`config.mk`:
```
export PLATFORM = sky130hd
export DESIGN_NAME = plsl_cell
export DESIGN_NICKNAME = d
export VERILOG_FILES = /design/src/hw/rtl/plsl_pkg.sv /design/src/hw/rtl/plsl_cell.sv
export SDC_FILE = /design/constraint.sdc
export NUM_CORES = 1
export LEC_CHECK = 0
export BUFFER_PORTS_ARGS = -buffer_cell sky130_fd_sc_hd__buf_4
export CORE_ASPECT_RATIO = 2
export CORE_MARGIN = 4
export CORE_UTILIZATION = 27
export CTS_BUF_LIST = sky130_fd_sc_hd__clkbuf_4
export CTS_CLUSTER_SIZE = 28
export DETAILED_ROUTE_END_ITERATION = 16
export PLACE_DENSITY_LB_ADDON = 0.2
export SKIP_LAST_GASP = 1
export SLEW_MARGIN = 20
export SYNTH_ARGS = -nofsm -noshare
export SYNTH_HDL_FRONTEND = slang
export SYNTH_SLANG_ARGS = --single-unit
export TNS_END_PERCENT = 10
```
`constraint.sdc`:
```
create_clock -name clk -period 8.1 [get_ports clk]
set_clock_uncertainty 0.1 [all_clocks]
set_input_delay 0.405 -clock clk [delete_from_list [all_inputs] [get_ports clk]]
set_output_delay 0.405 -clock clk [all_outputs]
set_load 0.02 [all_outputs]
```
`src/hw/rtl/plsl_pkg.sv`:
```
package plsl_pkg;

  // list capacity and derived widths
  localparam int LIST_DEPTH = 1024;
  localparam int POS_W      = 10;
  localparam int KEY_W      = 32;
  localparam int PRICE_W    = 24;
  localparam int QTY_W      = 16;
  localparam int CNT_W      = 11;
  localparam int SUM_W      = 34;
  localparam int CNT_IW     = $clog2(LIST_DEPTH + 1);
  localparam int CMP_W      = (CNT_IW > POS_W) ? CNT_IW : POS_W;

  // read gather tree: groups of cells, one registered level
  localparam int GROUP      = 32;
  localparam int GRP_BITS   = $clog2(GROUP);
  localparam int NUM_GROUPS = (LIST_DEPTH + GROUP - 1) / GROUP;

  typedef enum logic [1:0] {
    OP_INSERT = 2'd0,
    OP_REMOVE = 2'd1,
    OP_READ   = 2'd2,
    OP_CLEAR  = 2'd3
  } op_t;

  typedef enum logic [1:0] {
    ST_IDLE,
    ST_GATHER,
    ST_APPLY
  } state_t;

  typedef struct packed {
    logic [KEY_W-1:0]   key;
    logic [PRICE_W-1:0] price;
    logic [QTY_W-1:0]   qty;
  } entry_t;

  typedef struct packed {
    logic             shift_up;
    logic             shift_down;
    logic [CMP_W-1:0] pos;
    entry_t           new_entry;
  } cell_ctl_t;

endpackage

```
`src/hw/rtl/plsl_cell.sv`:
```
module plsl_cell (
  input  logic                 clk,
  input  plsl_pkg::cell_ctl_t  ctl,
  input  logic [plsl_pkg::CMP_W-1:0] idx,
  input  plsl_pkg::entry_t     left_entry,
  input  plsl_pkg::entry_t     right_entry,
  output plsl_pkg::entry_t     entry
);
  import plsl_pkg::*;

  entry_t entry_r;
  entry_t entry_nxt;

  always_comb begin
    entry_nxt = entry_r;
    if (ctl.shift_up) begin
      // open a slot at pos: later cells take their left neighbor
      if (idx > ctl.pos) begin
        entry_nxt = left_entry;
      end else if (idx == ctl.pos) begin
        entry_nxt = ctl.new_entry;
      end
    end else if (ctl.shift_down) begin
      // close the slot at pos: cells from pos on take their right neighbor
      if (idx >= ctl.pos) begin
        entry_nxt = right_entry;
      end
    end
  end

  always_ff @(posedge clk) begin
    entry_r <= entry_nxt;
  end

  assign entry = entry_r;

endmodule

```
==> results.md, run 1 <==
* Post-CTS setup buffer count at 0
* Die height at between 200 and 250 um
* Compound-cell area share of the yosys netlist at 0.200
* Final setup vio count at 0
* Vias at 5106
* Post-Syn Area at ~0.0058 sq mm
* HP Start: left_entry[12]
* DRT Pass-1 Iters at 4
* Hold Buf Count CTS at 0
* Crit path buf inv count at 4
* Final HPWL from detailed placement at between 10000 and 15000 um
* Cts repair resizes at 0
* Synthesized netlist cell count at approximately 520
* DRT antenna net count at 0
* Max_slew headroom at 0.287
* First-pass GRT wire length at about 30000 um
* Final count of pins violating max slew at 0
* Clock-pin slew on the worst setup and hold paths at roughly 120 ps
* Area delta synth->final at 44.2%
* Top cell by count, worst path: buf_4
* Period utilisation layout at 0.355
* # Max-Cap Violations at 0
* Most common cell after layout, fill and taps aside: buf_4
* Crit. End Element: register
* CORE AREA at between 0.02 and 0.025 sq mm
* Min Hold Slack at approximately 210 ps
* Crit-path leading delay family: buffers and inverters
* Most frequent cells in the layout: buf_4 (319), nor2_1 (73)
* Hold depth at 3
* 1st-iter DRT viols at roughly 140
* Yosys top cell by area: edfxtp_1
* XOR/XNOR share of the synthesized area at 0
* GPL Wtd Cong at 0.784
* Outcome: completed
* Unrepaired setup endpoints after global routing: no
* CP Data Arrival Time at about 3000 ps
* Initial antenna violation count at 2
* Routed WL per cell at between 15 and 20 um
* Largest family of logic cells by synthesized area: simple AND/OR/NAND/NOR gates
* Remaining DRCs at 0
* Worst IR Drop VDD at 75.8 uV
* Power Density at 143 mW/mm^2
* Synthesized area per cell at 11.2 sq um
* Final Net Count at roughly 1100
* Share of cells above drive strength 1 at 0.504
* Setup WS post-layout at 5230 ps
* Layout fillers at 2216
* Worst Tran Pin Value at around 1100 ps
* Final WL at between 15000 and 20000 um
* # H-tree levels at 3
* Post-synthesis mux area share at 0.125
* Port bufs at 312
* Area contributors post-synth: edfxtp_1 (37%), a221oi_2 (18%), mux2i_1 (12%)
* CP peak stage delay at between 600 and 700 ps
* WP depth at 9
* Vias per cell at 4.73
* Grt ovf at 0
* Root buffer cell: clkbuf_4
* DIE WIDTH at between 100 and 150 um
* Yosys warns at 0
* LEAKAGE at about 3.7 nW
* CP Cell Sequence: buf_4, inv_1, ha_1, a41oi_1, o21ai_0, a211oi_4, buf_4, buf_4, mux2i_1
* Critical Path RT at around 8200 ps
* Initial core utilization at 0.275
* Num CTS Buffers at 9
* Clock buffer depth at 2
* Critical path fanouts, max at 37
* CTS tree: done
* HP Class: input port to register
* Vias in the first global route at 5458
* Yosys reg bits at about 70
* Hold Path End: entry[12]
* Final Hold Fails at 0
* Synth unique cells at 28
* Simple-Gate Fraction of Synth Area at 0.217
* Die ar. at approximately 0.024 sq mm
* Post-synthesis adder-cell area fraction at 0.0238
* I/O pin count at around 310
* Fin Setup TNS at 0 ps
* Place WS at around 4600 ps
* Critical path class: input port to register
* Row count at 75
* Largest net degree at the start of global routing at 82
* FMAX at ~0.35 GHz
* Crit path launch type: input port
* Post-synth top area share at 0.375
* Max reg flops at 72
* Slowest-stage cell, CP: buf_4
* Sink Count at 72
* Tot GR Track Use at 0.162
* Syn nets at 767
* Fin crit period at 2870 ps
* Post-synthesis sequential area ratio at 0.375
[synth_stat cells]
cell      number
a211oi_1       2
a21oi_1        3
a221oi_1       2
a221oi_2      70
a22o_1         1
a41oi_1        2
and2_1        72
and4_2         1
buf_12         1
buf_2          7
buf_4          2
buf_6          7
buf_8          6
clkbuf_1      16
edfxtp_1      72
ha_1          11
inv_1         13
mux2i_1       72
nand3_1        2
nand3b_1       1
nand4_2        1
nand4_4        1
nor2_1        73
nor2b_1       72
nor3_4         1
o21ai_0        2
o22a_1         1
o31a_1         1
[worst max-delay path by stage]
stage | startpoint | slack [ps] | to
after floorplan | ctl[82] | 4750 | entry[0]
after global placement | ctl[82] | 4680 | entry[4]
after detailed placement | ctl[82] | 4630 | entry[18]
after CTS | ctl[82] | 5150 | entry[18]
after global routing | ctl[82] | 5030 | entry[2]
final | ctl[82] | 5230 | entry[24]
[final cells by class]
type	count	area, sq um	area share
multi-input combinational	391	3290	0.395
clock buffer	10	75.1	0.00902
clock inverter	3	12.5	0.00150
antenna	3	7.51	0.000902
tap	269	337	0.0404
sequential	72	2160	0.260
timing repair buffer	319	2390	0.288
inverter	13	48.8	0.00586
[stage by stage]
step / area, sq um / util / power, mW / instances
5_1_grt: 8320 / 0.396 / 1.26 / 1079
3_5_place_dp: 8230 / 0.391 / 1.02 / 1064
4_1_cts: 8320 / 0.396 / 1.22 / 1077
6_report: 8320 / 0.396 / 1.19 / 1080
3_3_place_gp: 8230 / 0.391 / 1.02 / 1064
2_1_floorplan: 5770 / - / 0.790 / 515
[cell families (layout without fill, tap and decap cells)]
group	after synthesis	count (layout)
mux	72	72
flops	72	72
buf+inv	52	345
fa+ha+maj	11	11
compound gates	84	84
other cells	0	3
simple gates	224	224
[metal layers]
layer / share of wire / GRT usage
met5: 0 / 0
met1: 0.34 / 0.157
met3: 0.066 / 0.0431
met2: 0.56 / 0.309
met4: 0.041 / 0.0788
[power breakdown]
part	internal [mW]	switching, mW
clock	0.0593	0.132
combinational	0.239	0.252
sequential	0.491	0.0170
total	0.789	0.401
(Power assumes the default switching activity.)
==> run 2, diff against run 1 <==
Clock period 8.1 ns to 2.85 ns, I/O delays scaled along.
==> results.md, run 2 (synthesized netlist as in run 1, its figures left out) <==
* Outcome: completed
* Max reg flops at 72 (unchanged)
* DIE WIDTH at 111 um (unchanged)
* Final instance area at 0.00918 sq mm (+10%)
* Tot GR Track Use at 0.164 (+0.00254)
* CTS tree: done
* Port bufs at 312 (unchanged)
* Critical path fanouts, max at 72 (+95%)
* # H-tree levels at 3 (unchanged)
* Hold depth at 4 (+1)
* Root buffer cell: clkbuf_4
* Final count of pins violating max slew at 0 (unchanged)
* Power Density at 382 mW/mm^2 (+170%)
* First-pass GRT wire length at 30700 um (+3.3%)
* GPL Wtd Cong at 0.781 (-0.29%)
* Initial antenna violation count at 4 (+2)
* Grt ovf at 0 (unchanged)
* Vias at 5398 (+5.7%)
* 1st-iter DRT viols at 169 (+18%)
* Pint at 2.34 mW (+200%)
* Fin Setup TNS at 0 ps (unchanged)
* Largest net degree at the start of global routing at 77 (-6.1%)
* Die height at 215 um (unchanged)
* LEAKAGE at 4.01 nW (+9.6%)
* Initial core utilization at 0.275 (unchanged)
* Hold Buf Count CTS at 72 (+72)
* Unrepaired setup endpoints after global routing: no
* Layout fillers at 2124 (-4.2%)
* Most frequent cells in the layout: buf_4 (314), nor2_1 (73)
* Final Hold Fails at 0 (unchanged)
* Post-CTS setup buffer count at 0 (unchanged)
* Sequential cell area at 0.00216 sq mm (unchanged)
* Multi-input combinational cell area at 0.00329 sq mm (unchanged)
* Critical path class: input port to register
* Switching Power at 1.16 mW (+190%)
* Worst IR Drop VDD at 256 uV (+240%)
* Final Net Count at 1133 (+7.1%)
* Row count at 75 (unchanged)
* CP Data Arrival Time at 1950 ps (-1010 ps)
* FMAX at between 0.5 and 0.6 GHz
* Final WL at 20000 um (+1.3%)
* HP Start: ctl[66]
* Critical Path RT at 2940 ps (-5240 ps)
* Remaining DRCs at 0 (unchanged)
* Vias in the first global route at 5817 (+6.6%)
* Vias per cell at 4.67 (-1.3%)
* Share of cells above drive strength 1 at 0.464 (-0.0399)
* Final setup vio count at 0 (unchanged)
* Power share of the sequential group at 0.410 (-0.017)
* Crit. End Element: register
* Fin crit period at around 1900 ps
* Switching part of the total at 0.332 (-0.00508)
* Clock-pin slew on the worst setup and hold paths at 120 ps (about the same)
* Routed WL per cell at 17.3 um (-5.5%)
* Period utilisation layout at 0.653
* CORE AREA at 0.0210 sq mm (unchanged)
* Most common cell after layout, fill and taps aside: buf_4
* I/O pin count at 313 (unchanged)
* Hold Path End: entry[66]
* Logic pwr share at 0.433 (+0.020)
* DRT antenna net count at 0 (unchanged)
* Cts repair resizes at 0 (unchanged)
* Num CTS Buffers at 9 (unchanged)
* Die ar. at 0.0239 sq mm (unchanged)
* Area delta synth->final at 58.9%
* HP Class: input port to register
* Max_slew headroom at 0.614 (+0.327)
* CP startpoint: idx[10]
* # Max-Cap Violations at 0 (unchanged)
* Crit path launch type: input port
* Clock network fraction of design power at 0.157 (-0.004)
* DRT Pass-1 Iters at 4 (unchanged)
* Clock buffer depth at 2 (unchanged)
* Sink Count at 72 (unchanged)
* Placed inst area at 0.00835 sq mm (+1.5%)
* Final HPWL from detailed placement at 15300 um (+3.2%)
* Worst Tran Pin Value at 579 ps (-490 ps)
[run 2: cell count changes in the layout (fill, tap and decap cells not counted)]
cell / before / now
clkinv_2: 1 / 0
clkinv_1: 2 / 3
buf_4: 319 / 314
clkbuf_4: 10 / 11
dlygate4sd3_1: 0 / 72
diode_2: 3 / 4
buf_12: 0 / 8
[run 2: how the worst max path moves through the flow]
stage	end	slack, ps	depth (start not counted)
after floorplan	entry[0]	520	6
after global placement	entry[37]	560	7
after detailed placement	entry[71]	540	7
after CTS	entry[8]	1060	8
after global routing	entry[71]	900	8
final	entry[28]	990	7
[run 2: worst max-delay path: stages]
cell,delay [ps]
buf_4,110
ha_1,360
nand4_4,160
o31a_2,390
buf_12,260
a221oi_2,360
mux2i_1,100
[run 2: metrics by stage]
stage               hold WS (ps)  instances   util  setup WS, ps  power, mW
floorplan                    301        515      -           522       2.24
global placement             396       1067  0.397           556       2.92
detailed placement           406       1067  0.397           541       2.93
CTS                         39.7       1153  0.436          1060       3.58
global route                41.4       1156  0.436           904       3.72
finish                      92.9       1157  0.436           988       3.51
[run 2: metal layers]
layer  global-route usage  part of all wire  vias to the layer above
li1                     -                 -                     2663
met1                0.162              0.35                     2515
met2                0.313              0.56                      189
met3               0.0369             0.055                       31
met4               0.0836             0.038                        0
met5                    0                 0                        -
[run 2: power groups by stage]
stage	Clock (mW)	Combinational, mW	Sequential, mW
after global placement	0	1.45	1.46
final	0.549	1.52	1.44
after floorplan	0	0.547	1.70
after CTS	0.592	1.55	1.44
after global routing	0.637	1.63	1.46
after detailed placement	0	1.46	1.47
[run 2: final cells by class]
| type | instances | share of cell area |
|---|---|---|
| timing repair buffer | 394 | 0.353 |
| tap | 269 | 0.0367 |
| sequential | 72 | 0.236 |
| inverter | 13 | 0.00532 |
| multi-input combinational | 391 | 0.358 |
| clock inverter | 3 | 0.00123 |
| antenna | 4 | 0.00109 |
| clock buffer | 11 | 0.00900 |
==> run 3, diff against run 2 <==
Clock period 2.85 ns to 1.85 ns, I/O delays scaled along.
==> results.md, run 3 (synthesized netlist as in run 1, its figures left out) <==
* Outcome: completed
* GPL Wtd Cong at 0.784 (+0.29%)
* Critical path class: input port to register
* Power share of the sequential group at 0.399 (-0.011)
* CP Cell Sequence: buf_4, inv_1, ha_4, a41oi_1, o21ai_0, a211oi_4, buf_4, buf_12, mux2i_1
* Max reg flops at 72 (unchanged)
* Worst IR Drop VDD at 280 uV (+9.4%)
* Wl on met1 at 7110 um (+2.0%)
* Met3 Wirelength at 1270 um (+16%)
* Most common cell after layout, fill and taps aside: buf_4
* Final Non-Filler Cells at 1183 (+2.2%)
* Clock-pin slew on the worst setup and hold paths at 120 ps (about the same)
* First-pass GRT wire length at 31700 um (+3.3%)
* Die height at 215 um (unchanged)
* CORE AREA at 0.0210 sq mm (unchanged)
* Final Hold Fails at 0 (unchanged)
* Post-CTS setup buffer count at 0 (unchanged)
* Hold depth at 3 (-1)
* Final WL at 20500 um (+2.4%)
* Top cell by count, worst path: buf_4
* Unrepaired setup endpoints after global routing: no
* Port bufs at 312 (unchanged)
* Crit. End Element: register
* Area delta synth->final at 66.3%
* Sink Count at 72 (unchanged)
* Clock network fraction of design power at 0.156 (about the same)
* Remaining DRCs at 0 (unchanged)
* 1st-iter DRT viols at 167 (-1.2%)
* Layout fillers at 2054 (-3.3%)
* Logic pwr share at 0.445 (+0.012)
* LEAKAGE at 4.16 nW (+3.7%)
* DRT antenna net count at 0 (unchanged)
* Root buffer cell: clkbuf_4
* Tot GR Track Use at 0.169 (+0.00496)
* CTS tree: done
* Vias in the first global route at 6010 (+3.3%)
* Max_slew headroom at 0.679 (+0.0651)
* Hold Buf Count CTS at 78 (+8.3%)
* Largest net degree at the start of global routing at 63 (-18%)
* DIE WIDTH at 111 um (unchanged)
* Fin crit period at 1690 ps
* Final Net Count at 1159 (+2.3%)
* Critical Path RT at 2000 ps (-940 ps)
* Slowest-stage cell, CP: mux2i_1
* HP Class: input port to register
* Post-placement cell count at 1087 (+1.9%)
* # H-tree levels at 3 (unchanged)
* Setup WS post-layout at 164 ps (-825 ps)
* Vias per cell at 4.67 (about the same)
* Routed wl met2 at 11400 um (+1.3%)
* # Max-Cap Violations at 0 (unchanged)
* Num CTS Buffers at 9 (unchanged)
* Die ar. at 0.0239 sq mm (unchanged)
* Power Density at 580 mW/mm^2 (+52%)
* CP peak stage delay at 290 ps (-100 ps)
* Final count of pins violating max slew at 0 (unchanged)
* Routed WL per cell at 17.3 um (+0.13%)
* Place WS at -350 ps (-891 ps)
* Multi-input combinational cell area at 0.00341 sq mm (+3.7%)
* Period utilisation layout at 0.912
* Final setup vio count at 0 (unchanged)
* Worst Tran Pin Value at 476 ps (-103 ps)
* Most frequent cells in the layout: buf_4 (327), dlygate4sd3_1 (78), nor2_1 (73)
* Initial antenna violation count at 2 (-2)
* Sequential cell area at 0.00216 sq mm (unchanged)
* I/O pin count at 313 (unchanged)
* Vias at 5519 (+2.2%)
* Crit path launch type: input port
* DRT Pass-1 Iters at 4 (unchanged)
* Clock buffer depth at 2 (unchanged)
* Share of cells above drive strength 1 at 0.490 (+0.0263)
* CP Data Arrival Time at 1840 ps (-110 ps)
* Critical path fanouts, max at 18 (-75%)
* Initial core utilization at 0.275 (unchanged)
* FMAX at ~0.59 GHz
* Cts repair resizes at 0 (unchanged)
* Highest metal used: met4
* Row count at 75 (unchanged)
* Fin Setup TNS at 0 ps (unchanged)
* Grt ovf at 0 (unchanged)
* Switching Power at 1.85 mW (+59%)
* Pint at 3.71 mW (+58%)
* Final HPWL from detailed placement at 16000 um (+4.7%)
* Switching part of the total at 0.333 (+0.000722)
* Final Total Pwr at 5.57 mW (+59%)
-- run 3: cell count changes in the layout (fill, tap and decap cells not counted), moves of 2 or more --
cell / change
inv_2: +5
inv_1: -5
dlygate4sd3_1: +6
ha_1: -8
buf_4: +13
diode_2: -2
buf_12: +7
ha_4: +8
-- run 3: per-layer routing --
| metal | vias up | global-route usage |
|---|---|---|
| met5 | - | 0 |
| met4 | 0 | 0.0796 |
| met3 | 35 | 0.0374 |
| met2 | 205 | 0.319 |
| met1 | 2564 | 0.173 |
| li1 | 2715 | - |
-- run 3: area by class of cell --
cell class                      instances  area share
Antenna cell                            2    0.000521
Clock buffer                           11     0.00860
Inverter                               13     0.00508
Tap cell                              269      0.0350
Clock inverter                          5     0.00248
Timing Repair Buffer                  420       0.368
Multi-Input combinational cell        391       0.355
Sequential cell                        72       0.225
-- run 3: final timing paths --
path	from	endpoint	slack [ps]
worst min-delay path	left_entry[45]	entry[45]	50
worst max-delay path	ctl[82]	entry[45]	160
-- run 3: power groups by stage --
stage                     clock, mW  sequential [mW]  combinational (mW)
after detailed placement          0             2.26                2.38
after global placement            0             2.26                2.36
after CTS                     0.931             2.22                2.52
after floorplan                   0             2.61               0.881
after global routing          0.999             2.25                2.65
final                         0.867             2.22                2.48
-- run 3: per-stage QoR --
step                      utilization  hold slack (ps)  cell area, sq um
after floorplan                     -              251              5900
after CTS                       0.457             1.99              9600
after global placement          0.414              349              8710
final                           0.457             47.7              9600
after global routing            0.457             18.7              9600
after detailed placement        0.414              356              8710
-- run 3: worst max-delay path, delay by kind of cell --
kind / cells / cell delay, ps
compound gates: 3 / 670
buf+inv: 4 / 550
mux: 1 / 290
fa+ha+maj: 1 / 220
